`config.mk`:
```
export PLATFORM = sky130hd
export DESIGN_NAME = string_literal_unescaper_top_flat
export DESIGN_NICKNAME = d
export VERILOG_FILES = /design/src/design/slu_pkg.sv /design/src/design/slu_stream_if.sv /design/src/design/string_literal_unescaper_top.sv /design/src/design/slu_decoder.sv /design/src/design/slu_out_fifo.sv /design/src/flat_wrapper.sv
export SDC_FILE = /design/constraint.sdc
export NUM_CORES = 1
export LEC_CHECK = 0
export CAP_MARGIN = 20
export CORE_AREA = 4 4 98 100
export DETAILED_ROUTE_END_ITERATION = 8
export DIE_AREA = 0 0 102 104
export DONT_BUFFER_PORTS = 1
export GPL_ROUTABILITY_DRIVEN = 0
export PLACE_DENSITY_LB_ADDON = 0.05
export SLEW_MARGIN = 20
export SYNTH_ARGS = -nofsm -noshare
export SYNTH_HDL_FRONTEND = slang
export SYNTH_SLANG_ARGS = --single-unit
```
`constraint.sdc`:
```
create_clock -name clk -period 6.4 [get_ports clk]
set_input_delay 0.64 -clock clk [delete_from_list [all_inputs] [get_ports clk]]
set_output_delay 0.64 -clock clk [all_outputs]
set_load 0.02 [all_outputs]
```
`src/design/slu_pkg.sv`:
```
// shared types and constants for the string literal unescaper
// depends on nothing; used by the decoder, the result queue and the top level
package slu_pkg;

  // status codes of a result
  localparam logic [1:0] ST_BYTE   = 2'd0;
  localparam logic [1:0] ST_DONE   = 2'd1;
  localparam logic [1:0] ST_LONG   = 2'd2;
  localparam logic [1:0] ST_UNTERM = 2'd3;

  // decoder modes
  localparam logic [1:0] MODE_IDLE = 2'd0;
  localparam logic [1:0] MODE_BODY = 2'd1;
  localparam logic [1:0] MODE_ESC  = 2'd2;

  // characters
  localparam logic [7:0] CH_BSLASH = 8'h5C;
  localparam logic [7:0] CH_QUOTE  = 8'h22;
  localparam logic [7:0] CH_N      = 8'h6E;
  localparam logic [7:0] CH_T      = 8'h74;
  localparam logic [7:0] CH_R      = 8'h72;
  localparam logic [7:0] CH_LBRACE = 8'h7B;
  localparam logic [7:0] CH_RBRACE = 8'h7D;
  localparam logic [7:0] CH_LF     = 8'h0A;
  localparam logic [7:0] CH_TAB    = 8'h09;
  localparam logic [7:0] CH_CR     = 8'h0D;

  localparam int          COUNT_W   = 17;
  localparam logic [16:0] COUNT_MAX = 17'h1FFFF;

  localparam logic [15:0] MAX_LEN_RESET = 16'hFFFF;

  // configuration register indexes
  localparam int          PADDR_W     = 3;
  localparam logic [0:0]  REG_MAX_LEN = 1'b0;

  // result queue
  localparam int SLU_FIFO_DEPTH = 4;
  localparam int SLU_PTR_W      = $clog2(SLU_FIFO_DEPTH);
  localparam int SLU_CNT_W      = $clog2(SLU_FIFO_DEPTH + 1);

  typedef struct packed {
    logic [7:0] out_char;
    logic [1:0] status;
    logic       last;
  } slu_result_t;

  // results caused by one accepted item
  typedef struct packed {
    logic [1:0]  n;
    slu_result_t r0;
    slu_result_t r1;
  } slu_dec_t;

endpackage

```
`src/design/slu_stream_if.sv`:
```
// valid/ready channel interfaces for source bytes and decoded results
// depends on nothing
interface slu_in_if;
  logic       valid;
  logic       ready;
  logic [7:0] ch;
  logic       source_end;

  modport source (output valid, output ch, output source_end, input ready);
  modport sink (input valid, input ch, input source_end, output ready);
endinterface

interface slu_out_if;
  logic       valid;
  logic       ready;
  logic [7:0] out_char;
  logic [1:0] status;
  logic       last;

  modport source (output valid, output out_char, output status, output last, input ready);
  modport sink (input valid, input out_char, input status, input last, output ready);
endinterface

```
`src/design/string_literal_unescaper_top.sv`:
```
// Top level of the string literal unescaper.
// Depends on slu_pkg, slu_stream_if, slu_decoder and slu_out_fifo.
//
// Use:
//   in_if  : source bytes, one per transfer; source_end marks end of source
//            and carries no byte. Bytes outside a literal are dropped.
//   out_if : decoded results {out_char, status, last}; status is byte, done,
//            too long or unterminated, and last marks the final result.
//   APB    : one register, max_length at byte address 0 (reset 65535).
//            Write only while no transfer is in flight.
// Timing:
//   a transfer's results are registered in the result queue and offered from it in order.
//   One source byte is taken every cycle while in_if.ready is high; an unknown
//   escape yields two results, which leave by two output transfers.
//   The rate is set by the four-entry result queue: in_if.ready is high
//   while at least two entries are free.
// Reset (rst_n low, synchronous): decoder idle, queue empty, limit 65535.
// Output stall: results wait in the queue; input keeps flowing until fewer
//   than two entries remain, then in_if.ready drops until the receiver drains.
module string_literal_unescaper_top (
  input  logic                        clk,
  input  logic                        rst_n,
  slu_in_if.sink                      in_if,
  slu_out_if.source                   out_if,
  input  logic                        psel,
  input  logic                        penable,
  input  logic                        pwrite,
  input  logic [slu_pkg::PADDR_W-1:0] paddr,
  input  logic [31:0]                 pwdata,
  output logic [31:0]                 prdata,
  output logic                        pready
);
  import slu_pkg::*;

  logic        fire;
  logic        room;
  logic        cfg_wr;
  logic [15:0] max_len_r;
  slu_dec_t    dec;
  slu_result_t res;

  // register index sits above the word offset
  assign pready = 1'b1;
  assign cfg_wr = psel && penable && pwrite && pready && (paddr[2] == REG_MAX_LEN);
  assign prdata = (paddr[2] == REG_MAX_LEN) ? {16'h0000, max_len_r} : 32'h0;

  always_ff @(posedge clk) begin
    if (!rst_n) begin
      max_len_r <= MAX_LEN_RESET;
    end else if (cfg_wr) begin
      max_len_r <= pwdata[15:0];
    end
  end

  // input transfer completes when the queue can hold two more results
  assign in_if.ready = room;
  assign fire        = in_if.valid && room;

  slu_decoder u_dec (
    .clk        (clk),
    .rst_n      (rst_n),
    .fire       (fire),
    .ch         (in_if.ch),
    .source_end (in_if.source_end),
    .max_len    (max_len_r),
    .dec        (dec)
  );

  slu_out_fifo u_fifo (
    .clk       (clk),
    .rst_n     (rst_n),
    .dec       (dec),
    .room      (room),
    .out_valid (out_if.valid),
    .out_ready (out_if.ready),
    .out_res   (res)
  );

  assign out_if.out_char = res.out_char;
  assign out_if.status   = res.status;
  assign out_if.last     = res.last;

`ifndef SYNTH
  a_last_on_end: assert property (@(posedge clk) disable iff (!rst_n)
    out_if.valid |-> out_if.last == (out_if.status != ST_BYTE))
    else $error("last flag disagrees with status");
  a_byte_zero_else: assert property (@(posedge clk) disable iff (!rst_n)
    out_if.valid && out_if.status != ST_BYTE |-> out_if.out_char == 8'h00)
    else $error("nonzero char on a status result");
  a_no_take_when_full: assert property (@(posedge clk) disable iff (!rst_n)
    !room |-> dec.n == 2'd0) else $error("results produced without queue room");
`endif

endmodule

```
`src/design/slu_decoder.sv`:
```
// escape decoder: mode and body count registers plus next-state and result logic
// depends on slu_pkg
module slu_decoder (
  input  logic              clk,
  input  logic              rst_n,
  input  logic              fire,
  input  logic [7:0]        ch,
  input  logic              source_end,
  input  logic [15:0]       max_len,
  output slu_pkg::slu_dec_t dec
);
  import slu_pkg::*;

  logic [1:0]         mode_r, mode_nxt;
  logic [COUNT_W-1:0] count_r, count_nxt;
  logic [COUNT_W-1:0] count_inc;
  logic               over_limit;

  assign count_inc  = (count_r < COUNT_MAX) ? count_r + COUNT_W'(1) : count_r;
  assign over_limit = count_r >= {1'b0, max_len};

  always_comb begin
    mode_nxt  = mode_r;
    count_nxt = count_r;
    dec       = '0;
    if (source_end) begin
      if (mode_r == MODE_BODY || mode_r == MODE_ESC) begin
        dec.n         = 2'd1;
        dec.r0.status = ST_UNTERM;
        dec.r0.last   = 1'b1;
        count_nxt     = '0;
      end
      mode_nxt = MODE_IDLE;
    end else begin
      case (mode_r)
        MODE_BODY: begin
          if (ch == CH_QUOTE) begin
            dec.n         = 2'd1;
            dec.r0.status = ST_DONE;
            dec.r0.last   = 1'b1;
            mode_nxt      = MODE_IDLE;
            count_nxt     = '0;
          end else if (over_limit) begin
            dec.n         = 2'd1;
            dec.r0.status = ST_LONG;
            dec.r0.last   = 1'b1;
            mode_nxt      = MODE_IDLE;
            count_nxt     = '0;
          end else begin
            count_nxt = count_inc;
            if (ch == CH_BSLASH) begin
              mode_nxt = MODE_ESC;
            end else begin
              dec.n           = 2'd1;
              dec.r0.out_char = ch;
            end
          end
        end
        MODE_ESC: begin
          count_nxt = count_inc;
          mode_nxt  = MODE_BODY;
          dec.n     = 2'd1;
          case (ch)
            CH_N:      dec.r0.out_char = CH_LF;
            CH_T:      dec.r0.out_char = CH_TAB;
            CH_R:      dec.r0.out_char = CH_CR;
            CH_BSLASH, CH_QUOTE, CH_LBRACE, CH_RBRACE: dec.r0.out_char = ch;
            default: begin
              // unknown escape keeps the backslash
              dec.n           = 2'd2;
              dec.r0.out_char = CH_BSLASH;
              dec.r1.out_char = ch;
            end
          endcase
        end
        default: begin
          mode_nxt = MODE_IDLE;
          if (ch == CH_QUOTE) begin
            mode_nxt  = MODE_BODY;
            count_nxt = '0;
          end
        end
      endcase
    end
    if (!fire) begin
      dec.n = 2'd0;
    end
  end

  always_ff @(posedge clk) begin
    if (!rst_n) begin
      mode_r  <= MODE_IDLE;
      count_r <= '0;
    end else if (fire) begin
      mode_r  <= mode_nxt;
      count_r <= count_nxt;
    end
  end

`ifndef SYNTH
  a_mode_legal: assert property (@(posedge clk) disable iff (!rst_n)
    mode_r != 2'd3) else $error("decoder mode code unused");
  a_idle_count_zero: assert property (@(posedge clk) disable iff (!rst_n)
    mode_r == MODE_IDLE |-> count_r == '0) else $error("count not cleared while idle");
  a_end_to_idle: assert property (@(posedge clk) disable iff (!rst_n)
    fire && source_end |=> mode_r == MODE_IDLE) else $error("source end left literal open");
`endif

endmodule

```
`src/design/slu_out_fifo.sv`:
```
// small result queue: takes up to two results per cycle, hands out one per transfer
// depends on slu_pkg
module slu_out_fifo (
  input  logic                 clk,
  input  logic                 rst_n,
  input  slu_pkg::slu_dec_t    dec,
  output logic                 room,
  output logic                 out_valid,
  input  logic                 out_ready,
  output slu_pkg::slu_result_t out_res
);
  import slu_pkg::*;

  slu_result_t          mem [SLU_FIFO_DEPTH];
  logic [SLU_PTR_W-1:0] wr_ptr_r, wr_ptr_nxt;
  logic [SLU_PTR_W-1:0] rd_ptr_r, rd_ptr_nxt;
  logic [SLU_CNT_W-1:0] cnt_r, cnt_nxt;
  logic                 pop;

  assign pop        = out_valid && out_ready;
  assign out_valid  = cnt_r != '0;
  assign out_res    = mem[rd_ptr_r];
  assign room       = cnt_r <= SLU_CNT_W'(SLU_FIFO_DEPTH - 2);
  assign wr_ptr_nxt = wr_ptr_r + SLU_PTR_W'(dec.n);
  assign rd_ptr_nxt = rd_ptr_r + SLU_PTR_W'(pop);
  assign cnt_nxt    = cnt_r + SLU_CNT_W'(dec.n) - SLU_CNT_W'(pop);

  always_ff @(posedge clk) begin
    if (dec.n != 2'd0) begin
      mem[wr_ptr_r] <= dec.r0;
    end
    if (dec.n == 2'd2) begin
      mem[wr_ptr_r + SLU_PTR_W'(1)] <= dec.r1;
    end
  end

  always_ff @(posedge clk) begin
    if (!rst_n) begin
      wr_ptr_r <= '0;
      rd_ptr_r <= '0;
      cnt_r    <= '0;
    end else begin
      wr_ptr_r <= wr_ptr_nxt;
      rd_ptr_r <= rd_ptr_nxt;
      cnt_r    <= cnt_nxt;
    end
  end

`ifndef SYNTH
  a_no_overflow: assert property (@(posedge clk) disable iff (!rst_n)
    dec.n != 2'd0 |-> cnt_r + SLU_CNT_W'(dec.n) <= SLU_CNT_W'(SLU_FIFO_DEPTH))
    else $error("result queue overflow");
  a_cnt_bound: assert property (@(posedge clk) disable iff (!rst_n)
    cnt_r <= SLU_CNT_W'(SLU_FIFO_DEPTH)) else $error("result count out of range");
  a_ptr_gap: assert property (@(posedge clk) disable iff (!rst_n)
    cnt_r != SLU_CNT_W'(SLU_FIFO_DEPTH) |->
      SLU_CNT_W'(SLU_PTR_W'(wr_ptr_r - rd_ptr_r)) == cnt_r)
    else $error("queue pointers disagree with count");
`endif

endmodule
```
`src/flat_wrapper.sv`:
```
// flat-port wrapper written by rule: the top's interface ports become plain ports
module string_literal_unescaper_top_flat import slu_pkg::*;
  (clk, rst_n, psel, penable, pwrite, paddr, pwdata, prdata, pready, in_if_valid, in_if_ch, in_if_source_end, in_if_ready, out_if_valid, out_if_out_char, out_if_status, out_if_last, out_if_ready);
  slu_in_if in_if_i ();
  slu_out_if out_if_i ();
  input  logic clk;
  input  logic rst_n;
  input  logic psel;
  input  logic penable;
  input  logic pwrite;
  input  logic [slu_pkg::PADDR_W-1:0] paddr;
  input  logic [31:0] pwdata;
  output logic [31:0] prdata;
  output logic pready;
  input wire logic [$bits(in_if_i.valid)-1:0] in_if_valid;
  input wire logic [$bits(in_if_i.ch)-1:0] in_if_ch;
  input wire logic [$bits(in_if_i.source_end)-1:0] in_if_source_end;
  output wire logic [$bits(in_if_i.ready)-1:0] in_if_ready;
  output wire logic [$bits(out_if_i.valid)-1:0] out_if_valid;
  output wire logic [$bits(out_if_i.out_char)-1:0] out_if_out_char;
  output wire logic [$bits(out_if_i.status)-1:0] out_if_status;
  output wire logic [$bits(out_if_i.last)-1:0] out_if_last;
  input wire logic [$bits(out_if_i.ready)-1:0] out_if_ready;
  assign in_if_i.valid = in_if_valid;
  assign in_if_i.ch = in_if_ch;
  assign in_if_i.source_end = in_if_source_end;
  assign in_if_ready = in_if_i.ready;
  assign out_if_valid = out_if_i.valid;
  assign out_if_out_char = out_if_i.out_char;
  assign out_if_status = out_if_i.status;
  assign out_if_last = out_if_i.last;
  assign out_if_i.ready = out_if_ready;
  string_literal_unescaper_top u_core (.clk(clk), .rst_n(rst_n), .in_if(in_if_i), .out_if(out_if_i), .psel(psel), .penable(penable), .pwrite(pwrite), .paddr(paddr), .pwdata(pwdata), .prdata(prdata), .pready(pready));
endmodule
```
==> summary.md <==
| Metric | Value |
|---|---|
| Status | completed |
| Post-layout util | 0.604 |
| Setup tns final | 0 ns |
| Leak | slightly below 0.002 uW |
| Synth top area cells | dfxtp_1 21%, edfxtp_1 19%, ha_1 5.9% |
| Initial antenna violation count | 0 |
| Overall Power | between 1000 and 1500 uW |
| Gr ovfl total | 0 |
| Die span in x | between 100 and 150 um |
| Antenna diodes | 0 |
| Worst Hold Slack | around 0.36 ns |
| Filler Cell Count | between 700 and 800 |
| Post-CTS setup buffer count | 0 |
| Async set-reset flop share out of synthesis | 0 |
| Cell taking the most area after synthesis | dfxtp_1 |
| Drt wl/cell | roughly 19 um |
| RSZ-0062 raised after global routing | no |
| HP Class | in2reg |
| Skew-Pair Late Insertion Delay | 0.36 ns |
| IR drop worst, VDD | approximately 0.12 mV |
| TritonCTS buffer count | 9 |
| Final nets | 610 |
| Synth Cell Area | a little over 5000 um2 |
| First-pass GRT wire length | a little over 20000 um |
| Arrival @ worst endpoint | a little over 4 ns |
| CP endpoint kind | register |
| Vias | about 4200 |
| Max Cap Viol | 0 |
| Remaining DRCs | 0 |
| Initial Utilization | 0.587 |
| FMAX | 0.265 GHz |
| Worst-margin pin slew | between 0.9 and 1 ns |
| Syn-to-layout area delta | 2.92% |
| Die H | approximately 100 um |
| Clock Tree Buf Depth | 2 |
| Count of cell types in the netlist | a little under 70 |
| Clock transition at path regs | 0.10 ns |
| Worst Path Max Fanout | 7 |
| Final min period | about 3.8 ns |
| DPL Wire Length | 9380 um |
| Worst Setup Path Type | reg2reg |
| Rel. slew slack | 0.352 |
| Yosys top cell area share | 0.212 |
| Fin. Hold Viols | 0 |
| Top-Level Pins | 97 |
| CTS tree | done |
| Inst Count DP | 631 |
| Synth Instances | between 500 and 600 |
| Number of global-route vias before repair | ~4000 |
| Hold Crit Start | rst_n |
| Largest net degree at the start of global routing | 33 |
| Mean Syn Cell Area | a little over 9 um2 |
| Post-CTS Resized | 0 |
| Drt first pass iters | 5 |
| Seq/Total Area, Yosys | 0.401 |
| Period utilization | 0.589 |
| CTS HTree Levels | 3 |
| Final Skew | about 0.012 ns |
| CTS sink cnt | 86 |
| WL final | around 12000 um |
| Final setup viols | 0 |
| Core footprint | around 8700 um2 |
| Final Instance Count excl. Fillers | 647 |
| Core Rows | 34 |
| DRT iter0 DRCs | about 240 |
| Crit path from | u_core.u_dec.count_r[12] |
| CP Data Required Time | 6.67 ns |
| Die footprint | between 10000 and 15000 um2 |
| Routed Antenna Nets | 0 |
| GRT Overall Usage | 0.236 |
| Yosys Warn Count | 0 |
| Reg2Reg Launch Point | u_core.u_dec.count_r[12] |
| Pwr Density | ~240 nW/um2 |
| Via/cell ratio | roughly 6.4 |
| Post-synth EDFFs | 32 |
| Slew Limit Fails | 0 |
| I/O Buffers | 0 |
| Nature of the critical path startpoint | register |
| Hold_buf cts | 0 |
| Top_reg_cell synth | dfxtp_1 |
| Number of synthesized register bits | 86 |
| Share of cells above drive strength 1 | 0.0983 |
| Root buffer cell | clkbuf_8 |
## Yosys cell counts, types with 5 or more instances
library cell  number
nand4_1           10
mux4_2            11
nand3_1           22
buf_4             18
nand2b_1           6
inv_1             30
xnor2_1            6
a31oi_1            7
nor3_1             7
dfxtp_1           54
nor4_1             6
and3_1             8
a211oi_1           7
a21oi_1           24
a32o_1             8
o211ai_1          16
o22ai_1           11
o2bb2ai_1          5
o21ai_0           21
ha_1              24
o221a_2            8
edfxtp_1          32
a21boi_0           5
nor2_1            45
nand2_1           61
clkbuf_1          15
and2_1             9
## worst max-delay path: stages, from the launching register on
cell and delay (ns):
dfxtp_1 0.51, ha_1 0.32, a21oi_1 0.16, o21ai_0 0.10
a211oi_1 0.57, nand3_1 0.27, nor2_1 0.25, nor2_1 0.09
o31ai_1 0.33, ha_1 0.29, inv_1 0.05, ha_1 0.15
fa_1 0.41, and2_1 0.16
## flip-flops by register name (all words and copies together) (netlist names)
name	cells
u_core.u_fifo.mem	44
u_core.max_len_r	16
u_core.u_fifo.wr_ptr_r	2
u_core.u_dec.mode_r	2
u_core.u_dec.count_r	17
u_core.u_fifo.cnt_r	3
u_core.u_fifo.rd_ptr_r	2
## power by group
part | switching [uW] | internal [uW]
registers | 37.3 | 591
logic | 144 | 102
clock network | 211 | 146
total | 393 | 839
## final cells by class
type,instances,area (um2),area share
Inverter,30,113,0.0215
Multi-Input combinational cell,406,2760,0.527
Tap cell,108,135,0.0258
Clock inverter,7,60.1,0.0115
Clock buffer,9,124,0.0236
Timing Repair Buffer,1,7.51,0.00143
Sequential cell,86,2040,0.390
## through the flow
stage	setup WS, ns	instance area, um2
detailed placement	2.51	5050
finish	2.63	5240
global placement	2.54	5050
floorplan	3.31	5150
global route	2.32	5240
CTS	2.63	5240
## layer usage
metal | vias up | global-route usage | share of wire
met5 | - | 0 | 0
met4 | 0 | 0.0862 | 0.015
met3 | 15 | 0.0335 | 0.064
met2 | 194 | 0.413 | 0.52
met1 | 1970 | 0.290 | 0.40
li1 | 1991 | - | -
## worst paths after layout
path / to / slack (ns) / cells past startpoint
worst max-delay path: u_core.u_fifo.cnt_r[1] / 2.63 / 13
worst min-delay path: u_core.max_len_r[0] / 0.36 / 1
worst max register to register: u_core.u_fifo.cnt_r[1] / 2.63 / 13
worst min register to register: u_core.u_dec.mode_r[0] / 0.51 / 2
## cells in the final DEF (no fill, tap or decap), types with 8 or more instances in the layout
cell type / synthesis / final
a21oi_1: 24 / 24
o221a_2: 8 / 8
conb_1: 2 / 17
and2_1: 9 / 9
nand2_1: 61 / 61
nand3_1: 22 / 22
ha_1: 24 / 24
nand4_1: 10 / 10
o211ai_1: 16 / 16
edfxtp_1: 32 / 32
nor2_1: 45 / 45
inv_1: 30 / 30
o22ai_1: 11 / 11
o21ai_0: 21 / 21
a32o_1: 8 / 8
dfxtp_1: 54 / 54
clkbuf_8: 0 / 9
and3_1: 8 / 8
mux4_2: 11 / 11
## cells by family after synthesis
group                    Yosys count  synth area share
AND/OR/NAND/NOR                  206             0.206
AO/OA/AOI/OAI                    138             0.195
flip-flops                        86             0.401
buffers and inverters             71            0.0693
adder cells (fa/ha/maj)           25            0.0629
multiplexers                      12            0.0506
XOR/XNOR                           8            0.0138
other                              2           0.00147
(Power assumes the default switching activity.)
